--- src/design/tbg_pkg.sv ---
// ----------------------------------------------------------------------------
// tbg_pkg
// Types, codes and reset constants for the two-button touch gesture block.
// ----------------------------------------------------------------------------
package tbg_pkg;

  localparam int unsigned CFG_W           = 16;
  localparam int unsigned TIMER_WIDTH_DEF = 16;

  localparam logic [CFG_W-1:0] TAP_TICKS_RST   = 16'd250;
  localparam logic [CFG_W-1:0] PRESS_TICKS_RST = 16'd500;
  localparam logic [CFG_W-1:0] LONG_TICKS_RST  = 16'd9500;

  typedef enum logic [3:0] {
    ST_IDLE  = 4'd0,
    ST_TRIG  = 4'd1,
    ST_TAP   = 4'd2,
    ST_TAP2  = 4'd3,
    ST_PRESS = 4'd4,
    ST_LONG  = 4'd5,
    ST_SLID  = 4'd6,
    ST_BOTH  = 4'd7,
    ST_BLONG = 4'd8
  } tbg_state_e;

  typedef enum logic [2:0] {
    G_TAP        = 3'd0,
    G_DOUBLE_TAP = 3'd1,
    G_PRESS      = 3'd2,
    G_LONG_PRESS = 3'd3,
    G_PRESS_BOTH = 3'd4,
    G_LONG_BOTH  = 3'd5,
    G_SLIDE_LR   = 3'd6,
    G_SLIDE_RL   = 3'd7
  } tbg_gesture_e;

  typedef enum logic [1:0] {
    MODE_BUTTON = 2'd0,
    MODE_TICK   = 2'd1,
    MODE_PROX   = 2'd2
  } tbg_mode_e;

  typedef enum logic [1:0] {
    CFG_TAP   = 2'd0,
    CFG_PRESS = 2'd1,
    CFG_LONG  = 2'd2
  } tbg_cfg_e;

  typedef struct packed {
    logic [CFG_W-1:0] tap_ticks;
    logic [CFG_W-1:0] press_ticks;
    logic [CFG_W-1:0] long_ticks;
  } tbg_cfg_t;

  typedef struct packed {
    logic         gesture_valid;
    tbg_gesture_e gesture;
    tbg_state_e   fsm_state;
  } tbg_result_t;

endpackage

--- src/design/two_button_touch_gesture_fsm.sv ---
// ----------------------------------------------------------------------------
// two_button_touch_gesture_fsm
// Gesture recogniser for two touch buttons with a tick-driven one-shot timer.
// ----------------------------------------------------------------------------
// Input stream: one word per button event, timer tick or proximity event.
//   s_axis_tuser carries the mode, s_axis_tdata the pressed-button status.
// Output stream: one word per input word, carrying the gesture flag in
//   m_axis_tuser and the gesture code and state after the step in tdata.
// Configuration: cfg_valid_i/cfg_index_i/cfg_data_i write tap, press and
//   long tick counts; always ready; the user must write them only while
//   the block is idle; the block does not enforce it.
// Throughput: one word per cycle unless the buffer is full; the state machine
//   and timer compare resolve in one pass of logic before a two-word buffer.
// Stall: the buffer holds up to two words while the sink holds tready low;
//   s_axis_tready drops only when both entries are occupied.
// Reset: state idle, timer stopped, buffer empty, tick counts at defaults.
// ----------------------------------------------------------------------------
module two_button_touch_gesture_fsm #(
  parameter int unsigned TIMER_WIDTH = tbg_pkg::TIMER_WIDTH_DEF
) (
  input  logic                     clk_i,
  input  logic                     rst_ni,
  input  logic                     s_axis_tvalid,
  output logic                     s_axis_tready,
  input  logic [7:0]               s_axis_tdata,   // [1:0] button_status, [7:2] zero
  input  logic [1:0]               s_axis_tuser,   // [1:0] mode
  output logic                     m_axis_tvalid,
  input  logic                     m_axis_tready,
  output logic [7:0]               m_axis_tdata,   // [2:0] gesture, [6:3] fsm_state, [7] zero
  output logic                     m_axis_tuser,   // [0] gesture_valid
  input  logic                     cfg_valid_i,
  output logic                     cfg_ready_o,
  input  logic [1:0]               cfg_index_i,
  input  logic [tbg_pkg::CFG_W-1:0] cfg_data_i
);
  import tbg_pkg::*;

  tbg_cfg_t    cfg_q;
  tbg_result_t result;
  tbg_result_t buf_q [2];
  logic        wr_ptr_q, rd_ptr_q;
  logic [1:0]  cnt_q;
  logic        in_fire, out_fire;

  assign cfg_ready_o = 1'b1;

  always_ff @(posedge clk_i or negedge rst_ni) begin
    if (!rst_ni) begin
      cfg_q.tap_ticks   <= TAP_TICKS_RST;
      cfg_q.press_ticks <= PRESS_TICKS_RST;
      cfg_q.long_ticks  <= LONG_TICKS_RST;
    end else if (cfg_valid_i) begin
      unique case (cfg_index_i)
        CFG_TAP:   cfg_q.tap_ticks   <= cfg_data_i;
        CFG_PRESS: cfg_q.press_ticks <= cfg_data_i;
        CFG_LONG:  cfg_q.long_ticks  <= cfg_data_i;
        default:   ;
      endcase
    end
  end

  assign s_axis_tready = (cnt_q != 2'd2);
  assign m_axis_tvalid = (cnt_q != 2'd0);
  assign in_fire       = s_axis_tvalid & s_axis_tready;
  assign out_fire      = m_axis_tvalid & m_axis_tready;

  tbg_core #(
    .TIMER_WIDTH(TIMER_WIDTH)
  ) u_core (
    .clk_i    (clk_i),
    .rst_ni   (rst_ni),
    .en_i     (in_fire),
    .mode_i   (s_axis_tuser),
    .status_i (s_axis_tdata[1:0]),
    .cfg_i    (cfg_q),
    .result_o (result)
  );

  always_ff @(posedge clk_i or negedge rst_ni) begin
    if (!rst_ni) begin
      wr_ptr_q <= 1'b0;
      rd_ptr_q <= 1'b0;
      cnt_q    <= 2'd0;
    end else begin
      if (in_fire)  wr_ptr_q <= ~wr_ptr_q;
      if (out_fire) rd_ptr_q <= ~rd_ptr_q;
      if (in_fire && !out_fire) begin
        cnt_q <= cnt_q + 2'd1;
      end else if (out_fire && !in_fire) begin
        cnt_q <= cnt_q - 2'd1;
      end
    end
  end

  always_ff @(posedge clk_i) begin
    if (in_fire) buf_q[wr_ptr_q] <= result;
  end

  assign m_axis_tdata = {1'b0, buf_q[rd_ptr_q].fsm_state, buf_q[rd_ptr_q].gesture};
  assign m_axis_tuser = buf_q[rd_ptr_q].gesture_valid;

endmodule

--- src/design/tbg_core.sv ---
// ----------------------------------------------------------------------------
// tbg_core
// Gesture state machine and one-shot tick timer; one word per cycle while en_i is high.
// ----------------------------------------------------------------------------
module tbg_core #(
  parameter int unsigned TIMER_WIDTH = tbg_pkg::TIMER_WIDTH_DEF
) (
  input  logic                clk_i,
  input  logic                rst_ni,
  input  logic                en_i,
  input  logic [1:0]          mode_i,
  input  logic [1:0]          status_i,
  input  tbg_pkg::tbg_cfg_t   cfg_i,
  output tbg_pkg::tbg_result_t result_o
);
  import tbg_pkg::*;

  tbg_state_e             state_q, state_d;
  logic [TIMER_WIDTH-1:0] count_q, count_d;
  logic [TIMER_WIDTH-1:0] limit_q, limit_d;
  logic                   run_q, run_d;
  logic [1:0]             first_q, first_d;
  logic [1:0]             second_q, second_d;
  logic [TIMER_WIDTH-1:0] count_inc;
  logic                   gv;
  tbg_gesture_e           gest;

  assign count_inc = count_q + 1'b1;

  always_ff @(posedge clk_i or negedge rst_ni) begin
    if (!rst_ni) begin
      state_q  <= ST_IDLE;
      count_q  <= '0;
      limit_q  <= '0;
      run_q    <= 1'b0;
      first_q  <= '0;
      second_q <= '0;
    end else if (en_i) begin
      state_q  <= state_d;
      count_q  <= count_d;
      limit_q  <= limit_d;
      run_q    <= run_d;
      first_q  <= first_d;
      second_q <= second_d;
    end
  end

  always_comb begin
    state_d  = state_q;
    count_d  = count_q;
    limit_d  = limit_q;
    run_d    = run_q;
    first_d  = first_q;
    second_d = second_q;
    gv       = 1'b0;
    gest     = G_TAP;
    case (mode_i)
      MODE_BUTTON: begin
        unique case (state_q)
          ST_TRIG: begin
            second_d = status_i;
            count_d  = '0;
            run_d    = 1'b1;
            if (status_i != 2'd0) begin
              state_d = ST_BOTH;
              limit_d = TIMER_WIDTH'(cfg_i.long_ticks);
            end else begin
              state_d = ST_TAP;
              limit_d = TIMER_WIDTH'(cfg_i.tap_ticks);
            end
          end
          ST_TAP: begin
            run_d    = 1'b0;
            second_d = status_i;
            state_d  = (status_i != first_q) ? ST_SLID : ST_TAP2;
          end
          ST_TAP2: begin
            state_d = ST_IDLE;
            run_d   = 1'b0;
            gv      = 1'b1;
            gest    = G_DOUBLE_TAP;
          end
          ST_PRESS: begin
            second_d = status_i;
            if (status_i != 2'd0) begin
              state_d = ST_BOTH;
              count_d = '0;
              limit_d = TIMER_WIDTH'(cfg_i.long_ticks);
              run_d   = 1'b1;
            end else begin
              state_d = ST_IDLE;
              run_d   = 1'b0;
              gv      = 1'b1;
              gest    = G_PRESS;
            end
          end
          ST_LONG: begin
            state_d = ST_IDLE;
            run_d   = 1'b0;
            gv      = 1'b1;
            gest    = G_LONG_PRESS;
          end
          ST_SLID: begin
            state_d = ST_IDLE;
            gv      = 1'b1;
            gest    = (first_q < second_q) ? G_SLIDE_LR : G_SLIDE_RL;
          end
          ST_BOTH: begin
            run_d = 1'b0;
            if (status_i == 2'd0) begin
              state_d = ST_IDLE;
              gv      = 1'b1;
              gest    = G_PRESS_BOTH;
            end
          end
          ST_BLONG: begin
            if (status_i == 2'd0) begin
              state_d = ST_IDLE;
              gv      = 1'b1;
              gest    = G_LONG_BOTH;
            end
          end
          default: begin
            state_d = ST_IDLE;
            first_d = status_i;
            if (status_i == 2'b11) begin
              state_d = ST_BOTH;
              count_d = '0;
              limit_d = TIMER_WIDTH'(cfg_i.long_ticks);
              run_d   = 1'b1;
            end else if (status_i != 2'd0) begin
              state_d = ST_TRIG;
              count_d = '0;
              limit_d = TIMER_WIDTH'(cfg_i.press_ticks);
              run_d   = 1'b1;
            end
          end
        endcase
      end
      MODE_TICK: begin
        if (run_q) begin
          count_d = count_inc;
          if (count_inc >= limit_q) begin
            run_d = 1'b0;
            unique case (state_q)
              ST_TRIG: begin
                state_d = ST_PRESS;
                count_d = '0;
                limit_d = TIMER_WIDTH'(cfg_i.long_ticks);
                run_d   = 1'b1;
              end
              ST_TAP: begin
                state_d = ST_IDLE;
                gv      = 1'b1;
                gest    = G_TAP;
              end
              ST_PRESS: state_d = ST_LONG;
              ST_BOTH:  state_d = ST_BLONG;
              default:  ;
            endcase
          end
        end
      end
      default: ;
    endcase
  end

  assign result_o.gesture_valid = gv;
  assign result_o.gesture       = gv ? gest : G_TAP;
  assign result_o.fsm_state     = state_d;

endmodule

--- config.mk ---
export PLATFORM = sky130hd
export DESIGN_NAME = two_button_touch_gesture_fsm
export DESIGN_NICKNAME = d
export VERILOG_FILES = /design/src/design/tbg_pkg.sv /design/src/design/two_button_touch_gesture_fsm.sv /design/src/design/tbg_core.sv
export SDC_FILE = /design/constraint.sdc
export NUM_CORES = 1
export LEC_CHECK = 0
export BUFFER_PORTS_ARGS = -buffer_cell sky130_fd_sc_hd__buf_2
export CAP_MARGIN = 0
export CORE_UTILIZATION = 61
export DETAILED_ROUTE_END_ITERATION = 7
export GPL_TIMING_DRIVEN = 0
export HOLD_SLACK_MARGIN = 0.03
export PLACE_DENSITY_LB_ADDON = 0.15
export SLEW_MARGIN = 20
export SYNTH_ARGS = -nofsm -noshare
export SYNTH_HDL_FRONTEND = slang
export SYNTH_SLANG_ARGS = --single-unit
--- constraint.sdc ---
create_clock -name clk_i -period 3.9 [get_ports clk_i]
set_clock_uncertainty 0.1 [all_clocks]
set_input_delay 0.195 -clock clk_i [delete_from_list [all_inputs] [get_ports clk_i]]
set_output_delay 0.195 -clock clk_i [all_outputs]
set_load 0.01 [all_outputs]
==> reports/summary.txt <==
layout cells sized above 1: 0.305
final total power: 0.00393 W
vias: 4467
Reg2Reg Depth: 14
WL/cell: 16.9 um
CP Class: flip-flop to flip-flop
fin worst setup slack: 0.111 ns
Synth Flop Type: dfrtp_1
Worst setup SP type: flip-flop
Die ar.: 10200 um2
via/cell ratio: 5.84
Synth Area in Compound Gates: 0.126
P&R area growth vs syn: 14.0%
htree depth: 3
Post-Syn Instances: 559
Mapped Area: 6000 um2
grt total ovfl: 0
CTS Sinks: 109
TritonCTS Buffers: 9
IO Count: 45
peak supply drop: 0.351 mV
ys async rst share: 0.853
reg2reg end: u_core.limit_q[4]$_DFFE_PN0P_
Yosys top cell by area: dfrtp_1
CTS tree: done
largest fanout on the critical path: 8
Total GRT Usage: 0.279
post-synthesis net count: 611
initial antenna violation count: 0
Leak: 2.96 nW
first-pass GRT wire length: 21.7 mm
commonest non-fill, non-tap cell in the layout: dfrtp_1
hpwl dp: 9.27 mm
count of pins over their slew limit: 0
register bit count reported by yosys: 109
clk_lat worst skew: 0.39 ns
crit end category: flip-flop
final setup fails: 0
final hold vios: 0
r2r startpoint: u_core.count_q[3]$_DFFE_PN0P_
Slew @ Worst Pin: 1.05 ns
Post-layout nets: 683
Slew HR: 0.296
post-synthesis area per instance: 10.7 um2
clk slew on worst S/H paths: 0.11 ns
final setup TNS: 0 ns
Reg2Reg Setup Slack: 0.11 ns
number of global-route vias before repair: 4500
Post-synth EDFFs: 16
max cap viols: 0
Synth cell types: 64
gr busiest metal: met2
min Tclk post-route: 3.79 ns
WP data arrival: 3.98 ns
row count: 35
die width: 101 um
Core Box Area: 9370 um2
Yosys top cell area share: 0.313
GP Congestion: 0.888
Max Buffers Root-to-Sink: 2
Starting Density: 0.640
post-synthesis simple-gate area fraction: 0.139
pre-CTS WS: -0.0818 ns
met2 Usage GRT: 0.458
final instance area: 6840 um2
Area contributors post-synth: dfrtp_1 (31%), mux2_2 (12%), edfxtp_1 (8.0%)
first-pass iteration count of the detailed router: 5
largest net degree at the start of global routing: 61
Pwr Density: 575 nW/um2
Synth Warn #: 0
Adder-Cell Fraction of Synth Area: 0.0413
most frequent cells in the layout: dfrtp_1 (73), nand2_1 (66), mux2_2 (66)
mux share of post-synthesis cell area: 0.151
ANT nets after route: 0
xor-xnor portion of the synthesized cell area: 0.0248
Die Y: 101 um
Critical Path RT: 4.09 ns
Port Buffers: 33
total length of routed wires: 12.9 mm
Hold Crit Class: input port to asynchronous set/reset pin
Max Clock Freq: 0.264 GHz
Final Cycle Share: 0.972
status: completed
met3 usage: 0.0476
sequential area share after synthesis: 0.472
DR DRC count: 0
Antenna Cells: 0
DR iter-0 viols: 309
DP Area: 6350 um2
met1 Usage GRT: 0.371
main combinational cell family by area after synthesis: multiplexers
Root Buffer: clkbuf_8
worst max-delay path, cell delays in order (launching register included):
cell,delay [ns]
dfrtp_1,0.44
nand3_2,0.13
nor2_2,0.13
nand4_1,0.22
o21a_1,0.25
or2_2,0.33
ha_1,0.34
nand4_2,0.16
a211o_1,0.26
o31a_1,0.28
and3_4,0.19
buf_6,0.13
a21oi_4,0.20
buf_4,0.17
mux2_2,0.32
cell usage after synthesis, drive strengths merged, types with 3 or more instances:
cell	n
o211ai	5
o21ai	26
nand2	66
mux2	76
dfrtp	75
a22o	3
nor2	25
a2bb2oi	3
a22oi	19
xor2	6
ha	19
or2	12
o21a	3
nand3	10
a31oi	5
or3	3
edfxtp	16
nor3b	3
dfstp	18
nand4	6
xnor2	11
inv	23
a21oi	21
nor2b	12
nor4b	3
buf	20
o221ai	8
clkbuf	14
nor3	7
and3	5
nand2b	6
cell type report:
type                            instances  area [um2]
Buffer                                 34         185
Clock buffer                           10         138
Clock inverter                          6        63.8
Fill cell                             723        2530
Inverter                               23        86.3
Multi-Input combinational cell        393        2920
Sequential cell                       109        2830
Tap cell                              129         161
Timing Repair Buffer                   61         448
sequential cells by signal (all words and copies together), names as in the netlist:
| name | flops |
|---|---|
| u_core.limit_q | 16 |
| buf_q | 16 |
| u_core.second_q | 2 |
| u_core.count_q | 16 |
| cfg_q | 48 |
| wr_ptr_q | 1 |
| u_core.first_q | 2 |
| cnt_q | 2 |
| u_core.run_q | 1 |
| rd_ptr_q | 1 |
| u_core.state_q | 4 |
how the worst max path moves through the flow:
stage	endpoint	slack, ns	from
3_3_place_gp	u_core.limit_q[11]$_DFFE_PN0P_	-0.03	u_core.count_q[2]$_DFFE_PN0P_
6_report	u_core.limit_q[4]$_DFFE_PN0P_	0.11	u_core.count_q[3]$_DFFE_PN0P_
3_5_place_dp	buf_q[1][0]$_DFFE_PP_	-0.08	u_core.count_q[2]$_DFFE_PN0P_
2_1_floorplan	u_core.limit_q[10]$_DFFE_PN0P_	0.38	u_core.count_q[2]$_DFFE_PN0P_
4_1_cts	u_core.limit_q[4]$_DFFE_PN0P_	0.03	u_core.count_q[2]$_DFFE_PN0P_
5_1_grt	buf_q[0][0]$_DFFE_PP_	-0.04	u_core.count_q[3]$_DFFE_PN0P_
metal layers:
metal  share of wire  vias up
met5               0        -
met4           0.021        0
met3           0.044       21
met2            0.48      128
met1            0.45     2181
li1                -     2137
power breakdown:
part	internal (W)	switching, W
Sequential	0.00150	0.000173
Clock	0.000269	0.000423
Combinational	0.000720	0.000845
through the flow:
step | cells | hold WS [ns] | utilization
floorplan | 559 | -0.201 | -
global placement | 721 | 0.351 | 0.675
detailed placement | 722 | 0.0859 | 0.678
CTS | 761 | 0.196 | 0.725
global route | 765 | 0.226 | 0.730
finish | 765 | 0.197 | 0.730
timing repair:
| action | 4_1_cts | 5_1_grt |
|---|---|---|
| hold endpoints to repair | 86 | 0 |
| gates resized for setup | 2 | 5 |
| endpoints found under the setup margin | 16 | 36 |
| pin swaps | 2 | 3 |
| setup buffers | 3 | 4 |
| cloned | 0 | 0 |
| hold buffers | 20 | 0 |
kinds of logic after synthesis:
| family | Yosys count |
|---|---|
| AOI/OAI and AO/OA | 110 |
| xor gates and xnor gates | 17 |
| adders and majority gates | 20 |
| buffers and inverters | 57 |
| DFF | 109 |
| muxes | 77 |
| other | 2 |
| and+or+nand+nor | 167 |
No activity file was read; power rests on OpenSTA's default activity.
